==> src/sv/rpc_pkg.sv <==
// Shared constants, types and symbol lookup for the password character generator.
`timescale 1ns / 1ps

package rpc_pkg;

  localparam int unsigned MIN_LENGTH_DEF = 8;
  localparam int unsigned MAX_LENGTH_DEF = 64;
  localparam int unsigned RESULT_CAP     = 64;

  localparam logic [63:0] GOLDEN_SEED = 64'h9E37_79B9_7F4A_7C15;
  localparam logic [63:0] XS_MULT     = 64'h2545_F491_4F6C_DD1D;

  // Only product bits 40..33 are used, so only the low 41 bits of each operand matter.
  localparam int unsigned PROD_W  = 41;
  localparam int unsigned HALF_W  = 21;
  localparam int unsigned NUM_TERMS = 3;

  localparam int unsigned ALPHA_SIZE   = 67;
  localparam int unsigned ACCEPT_LIMIT = 256 - (256 % ALPHA_SIZE);

  localparam logic [ALPHA_SIZE*8-1:0] ALPHABET =
    {"ABCDEFGHJKLMNPQRSTUVWXYZ", "abcdefghijkmnpqrstuvwxyz", "23456789", "!@#%^&*-_=+"};

  typedef struct packed {
    logic       done;
    logic [7:0] rnd_byte;
  } mul_res_t;

  // Byte below ACCEPT_LIMIT -> ASCII symbol at (byte mod 67).
  function automatic logic [6:0] byte_to_symbol(input logic [7:0] b);
    logic [7:0] r;
    logic [7:0] ch;
    if (b >= 8'(2 * ALPHA_SIZE)) begin
      r = b - 8'(2 * ALPHA_SIZE);
    end else if (b >= 8'(ALPHA_SIZE)) begin
      r = b - 8'(ALPHA_SIZE);
    end else begin
      r = b;
    end
    ch = ALPHABET[8 * (ALPHA_SIZE - 1 - int'(r[6:0])) +: 8];
    return ch[6:0];
  endfunction

endpackage

==> src/sv/random_password_char_generator.sv <==
// Top level: request sequencer, xorshift64* state, rejection and output register.
//
// Input channel: requested_length_i with in_valid_i / in_stall_o. The wanted
// length is clamped to MIN_LENGTH..MAX_LENGTH and at most 64, and that many
// beats follow on the output channel (symbol_o, last_o with out_valid_o /
// out_stall_i); last_o marks the final beat of a request.
// in_stall_o is high from acceptance until the final beat is loaded into the
// output register, so one request is worked on at a time.
// Each draw makes one xorshift step, then the shared 21x21
// multiplier forms three partial products of the low 41 product bits, then the
// byte is checked. Bytes of 201 or more are dropped, about 1.27 draws per
// character. A stalled receiver holds the output register; the sequencer
// waits with the next accepted character until the register is free.
// Reset loads the generator with the golden constant. A write on cfg_we_i
// sets the seed and reloads the generator at once (zero maps to the golden
// constant); write only while idle. The generator state carries across requests.
`timescale 1ns / 1ps

module random_password_char_generator #(
  parameter int unsigned MIN_LENGTH = rpc_pkg::MIN_LENGTH_DEF,
  parameter int unsigned MAX_LENGTH = rpc_pkg::MAX_LENGTH_DEF
) (
  input  logic        clk_i,
  input  logic        rst_ni,
  input  logic        cfg_we_i,
  input  logic [63:0] cfg_wdata_i,
  input  logic        in_valid_i,
  output logic        in_stall_o,
  input  logic [7:0]  requested_length_i,
  output logic        out_valid_o,
  input  logic        out_stall_i,
  output logic [6:0]  symbol_o,
  output logic        last_o
);

  localparam logic [1:0] S_IDLE = 2'd0;
  localparam logic [1:0] S_STEP = 2'd1;
  localparam logic [1:0] S_MUL  = 2'd2;
  localparam logic [1:0] S_EMIT = 2'd3;

  localparam logic [7:0] MIN_L = 8'(MIN_LENGTH);
  localparam logic [7:0] MAX_L = 8'(MAX_LENGTH);
  localparam logic [7:0] CAP_L = 8'(rpc_pkg::RESULT_CAP);

  logic [1:0]  state_q, state_d;
  logic [63:0] gen_q, gen_d;
  logic [6:0]  left_q, left_d;
  logic        out_valid_q, out_valid_d;
  logic [6:0]  symbol_q, symbol_d;
  logic        last_q, last_d;

  logic [63:0] xs1, xs2, xs3;
  logic [7:0]  len_a, len_b, len_c;
  logic        mul_start;
  logic        byte_ok;
  logic        out_free;
  rpc_pkg::mul_res_t mul_res;

  always_comb begin
    xs1 = gen_q ^ (gen_q >> 12);
    xs2 = xs1 ^ (xs1 << 25);
    xs3 = xs2 ^ (xs2 >> 27);
  end

  always_comb begin
    len_a = (requested_length_i < MIN_L) ? MIN_L : requested_length_i;
    len_b = (len_a > MAX_L) ? MAX_L : len_a;
    len_c = (len_b > CAP_L) ? CAP_L : len_b;
  end

  assign byte_ok   = mul_res.rnd_byte < 8'(rpc_pkg::ACCEPT_LIMIT);
  assign out_free  = !out_valid_q || !out_stall_i;
  assign mul_start = (state_q == S_STEP);

  rpc_mul u_mul (
    .clk_i     (clk_i),
    .rst_ni    (rst_ni),
    .start_i   (mul_start),
    .operand_i (xs3[rpc_pkg::PROD_W-1:0]),
    .res_o     (mul_res)
  );

  always_comb begin
    state_d     = state_q;
    gen_d       = gen_q;
    left_d      = left_q;
    out_valid_d = out_valid_q && out_stall_i;
    symbol_d    = symbol_q;
    last_d      = last_q;
    unique case (state_q)
      S_IDLE: begin
        if (cfg_we_i) begin
          gen_d = (cfg_wdata_i == '0) ? rpc_pkg::GOLDEN_SEED : cfg_wdata_i;
        end
        if (in_valid_i) begin
          left_d  = len_c[6:0];
          state_d = S_STEP;
        end
      end
      S_STEP: begin
        gen_d   = xs3;
        state_d = S_MUL;
      end
      S_MUL: begin
        if (mul_res.done) begin
          state_d = S_EMIT;
        end
      end
      S_EMIT: begin
        if (!byte_ok) begin
          state_d = S_STEP;
        end else if (out_free) begin
          out_valid_d = 1'b1;
          symbol_d    = rpc_pkg::byte_to_symbol(mul_res.rnd_byte);
          last_d      = (left_q == 7'd1);
          left_d      = left_q - 7'd1;
          state_d     = (left_q == 7'd1) ? S_IDLE : S_STEP;
        end
      end
      default: state_d = S_IDLE;
    endcase
  end

  always_ff @(posedge clk_i or negedge rst_ni) begin
    if (!rst_ni) begin
      state_q     <= S_IDLE;
      gen_q       <= rpc_pkg::GOLDEN_SEED;
      left_q      <= '0;
      out_valid_q <= 1'b0;
    end else begin
      state_q     <= state_d;
      gen_q       <= gen_d;
      left_q      <= left_d;
      out_valid_q <= out_valid_d;
    end
  end

  always_ff @(posedge clk_i) begin
    symbol_q <= symbol_d;
    last_q   <= last_d;
  end

  assign in_stall_o  = (state_q != S_IDLE);
  assign out_valid_o = out_valid_q;
  assign symbol_o    = symbol_q;
  assign last_o      = last_q;

  a_left_busy : assert property (@(posedge clk_i) disable iff (!rst_ni)
    (state_q != S_IDLE) |-> (left_q != 7'd0))
    else $error("busy with no characters left");

  a_done_in_mul : assert property (@(posedge clk_i) disable iff (!rst_ni)
    mul_res.done |-> (state_q == S_MUL))
    else $error("multiplier result outside wait state");

  a_last_ends : assert property (@(posedge clk_i) disable iff (!rst_ni)
    (state_q == S_EMIT && byte_ok && out_free && left_q == 7'd1)
      |=> (state_q == S_IDLE && out_valid_q && last_q))
    else $error("final beat did not end the request");

  a_no_overwrite : assert property (@(posedge clk_i) disable iff (!rst_ni)
    (out_valid_q && out_stall_i) |=> (out_valid_q && $stable(symbol_q) && $stable(last_q)))
    else $error("held beat overwritten");

endmodule

==> src/sv/rpc_mul.sv <==
// Iterative low-half multiplier: one shared 21x21 multiplier, three partial products.
`timescale 1ns / 1ps

module rpc_mul (
  input  logic                        clk_i,
  input  logic                        rst_ni,
  input  logic                        start_i,
  input  logic [rpc_pkg::PROD_W-1:0]  operand_i,
  output rpc_pkg::mul_res_t           res_o
);

  localparam int unsigned PW = rpc_pkg::PROD_W;
  localparam int unsigned HW = rpc_pkg::HALF_W;
  localparam logic [PW-1:0] MC = rpc_pkg::XS_MULT[PW-1:0];

  logic [PW-1:0]   a_q, a_d;
  logic [PW-1:0]   acc_q, acc_d;
  logic [1:0]      step_q, step_d;
  logic            busy_q, busy_d;
  logic            done_q, done_d;
  logic [HW-1:0]   op_a, op_b;
  logic [2*HW-1:0] prod;
  logic [PW-1:0]   term;

  // a*m mod 2^41 = a0*m0 + ((a0*m1 + a1*m0) << 21)
  always_comb begin
    op_a = (step_q == 2'd2) ? {1'b0, a_q[PW-1:HW]} : a_q[HW-1:0];
    op_b = (step_q == 2'd1) ? {1'b0, MC[PW-1:HW]} : MC[HW-1:0];
    prod = op_a * op_b;
    if (step_q == 2'd0) begin
      term = prod[PW-1:0];
    end else begin
      term = {prod[PW-HW-1:0], {HW{1'b0}}};
    end
  end

  always_comb begin
    a_d    = a_q;
    acc_d  = acc_q;
    step_d = step_q;
    busy_d = busy_q;
    done_d = 1'b0;
    if (start_i) begin
      a_d    = operand_i;
      acc_d  = '0;
      step_d = '0;
      busy_d = 1'b1;
    end else if (busy_q) begin
      acc_d  = acc_q + term;
      step_d = step_q + 2'd1;
      if (step_q == 2'(rpc_pkg::NUM_TERMS - 1)) begin
        busy_d = 1'b0;
        done_d = 1'b1;
      end
    end
  end

  always_ff @(posedge clk_i or negedge rst_ni) begin
    if (!rst_ni) begin
      step_q <= '0;
      busy_q <= 1'b0;
      done_q <= 1'b0;
    end else begin
      step_q <= step_d;
      busy_q <= busy_d;
      done_q <= done_d;
    end
  end

  always_ff @(posedge clk_i) begin
    a_q   <= a_d;
    acc_q <= acc_d;
  end

  assign res_o.done     = done_q;
  assign res_o.rnd_byte = acc_q[40:33];

endmodule
==> config.mk <==
export PLATFORM = sky130hd
export DESIGN_NAME = random_password_char_generator
export DESIGN_NICKNAME = d
export VERILOG_FILES = /design/src/sv/rpc_pkg.sv /design/src/sv/random_password_char_generator.sv /design/src/sv/rpc_mul.sv
export SDC_FILE = /design/constraint.sdc
export NUM_CORES = 1
export LEC_CHECK = 0
export BUFFER_PORTS_ARGS = -buffer_cell sky130_fd_sc_hd__buf_2
export CAP_MARGIN = 25
export CORE_AREA = 2 2 208 210
export CTS_CLUSTER_DIAMETER = 60
export CTS_CLUSTER_SIZE = 14
export DETAILED_ROUTE_END_ITERATION = 7
export DIE_AREA = 0 0 210 212
export GPL_TIMING_DRIVEN = 0
export PLACE_DENSITY = 0.77
export SLEW_MARGIN = 30
export SYNTH_ARGS = -nofsm -noshare
export SYNTH_HDL_FRONTEND = slang
export SYNTH_HIERARCHICAL = 1
export SYNTH_SLANG_ARGS = --single-unit
==> constraint.sdc <==
create_clock -name clk_i -period 12 [get_ports clk_i]
set_clock_uncertainty 0.2 [all_clocks]
set_input_delay 1.2 -clock clk_i [delete_from_list [all_inputs] [get_ports clk_i]]
set_output_delay 1.2 -clock clk_i [all_outputs]
set_load 0.005 [all_outputs]
==> results.md <==
- Cells after Synth: 2526
- Inst Count DP: between 3k and 4k
- Place WS: -0.7789 ns
- FP Rows: 76
- Clock Tree Buf Depth: 2
- CP peak stage delay: between 0.8 and 0.9 ns
- Final Non-Filler Cells: 3195
- Clk slew on worst S/H paths: about 0.070 ns
- Slowest library cell on the worst path: mux2i_1
- Via Count: 19.00k
- Max Slew Vio Count: 0
- Unrepaired setup endpoints after global routing: no
- CTS Buf Count: 17
- Startpoint type of the worst setup path: flop
- Sequential share of the synthesized area: 18.74%
- Slew @ Worst Pin: roughly 1.0 ns
- Vias in the first global route: 20.00k
- Clk_lat worst skew: 0.45 ns
- Clk root buf: clkbuf_16
- WL final: between 60000 and 70000 um
- Pwr dens: between 40 and 50 mW/mm^2
- Hold Slack: 0.3006 ns
- Antenna-violating nets left: 0
- Number of port buffers: 86
- Endpoint type of the worst setup path: flop
- Post-CTS setup buffer count: 0
- Largest area contributor in the netlist: fa_1
- CTS tree: done
- Routed wl met2: ~31000 um
- Synth warnings: 6
- CTS sink cnt: 168
- Fmax: 0.08700 GHz
- Top routing layer used: met4
- Top-area cell type share of the netlist area: 20.63%
- Crit path max fanout: 10
- Synth unique cells: 97
- Max_cap viols: 0
- Fillers: roughly 3.7k
- Layout Utilization: 58.16%
- Total die area: 0.04452 mm^2
- Tcrit/Tclk final: between 90% and 100%
- CP required: 12.13 ns
- Global-route wire length before repair: 107300 um
- WP data arrival: 11.62 ns
- Min Tclk post-route: 11.49 ns
- Core area: about 0.043 mm^2
- Most used cell, CP: inv_1
- # setup viols final: 0
- Starting Density: 53.88%
- Post-Syn Area per Cell: 9.067 um^2
- Layout cells sized above 1: 10.39%
- Area Overhead vs Synth: 7.938%
- Maximum VDD drop: 0.00007717 V
- Io pins: 87
- Wire length on met1: roughly 26000 um
- Design Area, Final: around 0.025 mm^2
- FF+latch count, synth: 168
- Top post-synthesis cells by area: fa_1 21%, ha_1 14%, inv_1 6.7%
- Largest net degree at the start of global routing: 55
- DR vias/cell: 5.946
- Initial drt markers: approximately 1.7k
- Die Width: 210 um
- Status: completed
- DPL Wire Length: 56230 um
- GP Congestion: around 1.0
- Fin worst setup slack: approximately 0.51 ns
- Initial antenna violation count: 1
- GRT Total Usage: 31.48%
- Drt pass-1 iters: 6
- Post-synth ARST share: a little under half
- Post-Syn Area: 0.02290 mm^2
- DIE HEIGHT: 212 um
- Placed inst area: 0.02411 mm^2
- DRC: 0
- Top_reg_cell synth: edfxtp_1
- Total Nets Final: 3197
- H-tree levels: 4
- GRT overflow: 0
- # hold bufs at CTS: 0
- Final Hold Vio Count: 0
- Leak: between 10 and 15 nW
- Routed WL per cell: between 20 and 25 um
- Number of flops mapped to enable cells by yosys: 49
- Worst slew margin: between 30% and 40%
- Metal3 WL: 5263 um
- Critical path class: reg2reg
- Hold Crit Class: reg2reg
==> path summary, 6_finish.rpt <==
check	from	end	slack (ns)	depth (start not counted)
max in group asynchronous	rst_ni	gen_q[2]	10.55	2
worst min register to register	gen_q[37]	gen_q[37]	0.30	2
worst min-delay path	gen_q[37]	gen_q[37]	0.30	2
worst max-delay path	u_mul/step_q[0]	u_mul/acc_q[40]	0.51	40
worst max register to register	u_mul/step_q[0]	u_mul/acc_q[40]	0.51	40
min in group asynchronous	rst_ni	left_q[1]	0.40	1
==> where the power goes <==
part           switching (mW)  total (mW)  internal (mW)
logic                  0.0526      0.0857         0.0331
clock network           0.249       0.557          0.308
registers             0.00191       0.588          0.586
==> per-layer routing <==
| layer | track usage, % | vias up |
|---|---|---|
| li1 | - | 8666 |
| met1 | 37.63 | 9216 |
| met2 | 53.33 | 893 |
| met3 | 5.288 | 223 |
| met4 | 19.52 | 0 |
| met5 | 0 | - |
==> cells in the final DEF, fill, tap and decap left out, types with 14 or more instances in the layout <==
master     count
nand2_1      136
nand2b_1      19
nor3_1        30
a21oi_1      119
and3_1        16
a221oi_1      29
a21o_1        40
o22ai_1       34
xnor2_1      145
nor4_1        18
nor2_1       231
a211oi_1      16
and2_1        23
nand3_1       36
nand4_1       14
edfxtp_1      49
dfrtp_1       40
o21ai_0       85
clkbuf_1      59
mux2i_1       47
ha_1         248
nor2b_1       20
xor2_1        67
buf_2        100
fa_1         236
inv_1        408
o21a_1        19
dfstp_2       38
clkbuf_16     17
dfxtp_1       41
==> cells by family after synthesis <==
| logic type | synth area share [%] |
|---|---|
| compound gates | 14.73 |
| xor+xnor | 8.178 |
| fa+ha+maj | 34.29 |
| buf+inv | 8.888 |
| flops | 18.74 |
| mux | 2.999 |
| other cells | 0.03279 |
| simple gates | 12.14 |
==> state kept, by name, indices dropped and copies added, names as in the netlist, 2 cells and up <==
name and cells:
u_mul/a_q 41, u_mul/acc_q 41, gen_q 64, symbol_o 7, left_q 7, state_q 2, u_mul/step_q 2
==> cells in the mapped netlist, drive strengths merged (21+ instances only) <==
library cell,number
xor2,67
ha,250
edfxtp,49
xnor2,146
and2,23
o21ai,97
o21a,21
fa,236
mux2i,54
dfxtp,41
inv,408
clkbuf,65
a221oi,29
nand2,136
o22ai,35
a21o,40
buf,39
nor2,238
nor3,30
nand3,36
a21oi,123
dfrtp,40
dfstp,38
==> area by class of cell <==
type	instances	area [um^2]	share of cell area, %
clock inverters	14	147.6	0.5972
diodes	2	5.005	0.02024
clock buffers	18	429.2	1.736
multi-input cells	1843	16620	67.25
plain buffers	103	501.7	2.030
inverters	412	1546	6.256
well taps	546	683.2	2.763
flip-flops and latches	168	4292	17.36
repair buffers	89	491.7	1.989
==> metrics by stage <==
| step | power [mW] | setup TNS, ns |
|---|---|---|
| 6_report | 1.231 | 0 |
| 5_1_grt | 1.269 | 0 |
| 4_1_cts | 1.239 | 0 |
| 3_5_place_dp | 0.6829 | -2.343 |
| 3_3_place_gp | 0.6795 | -0.6705 |
| 2_1_floorplan | 0.6417 | 0 |
==> worst max-delay path, delay by kind of cell (launching register included) <==
| family | cells | cell delay [ns] |
|---|---|---|
| adder cells (fa/ha/maj) | 10 | 4.35 |
| AO/OA/AOI/OAI | 12 | 2.80 |
| multiplexers | 1 | 0.86 |
| flip-flops | 1 | 0.41 |
| buffers and inverters | 9 | 1.32 |
| XOR/XNOR | 1 | 0.13 |
| AND/OR/NAND/NOR | 7 | 1.25 |
==> timing repair <==
action	4_1_cts	5_1_grt
gates resized for setup	3	16
hold endpoints to repair	0	0
setup endpoints to repair	10	8
gates cloned	0	0
No activity file was read; power rests on OpenSTA's default activity.
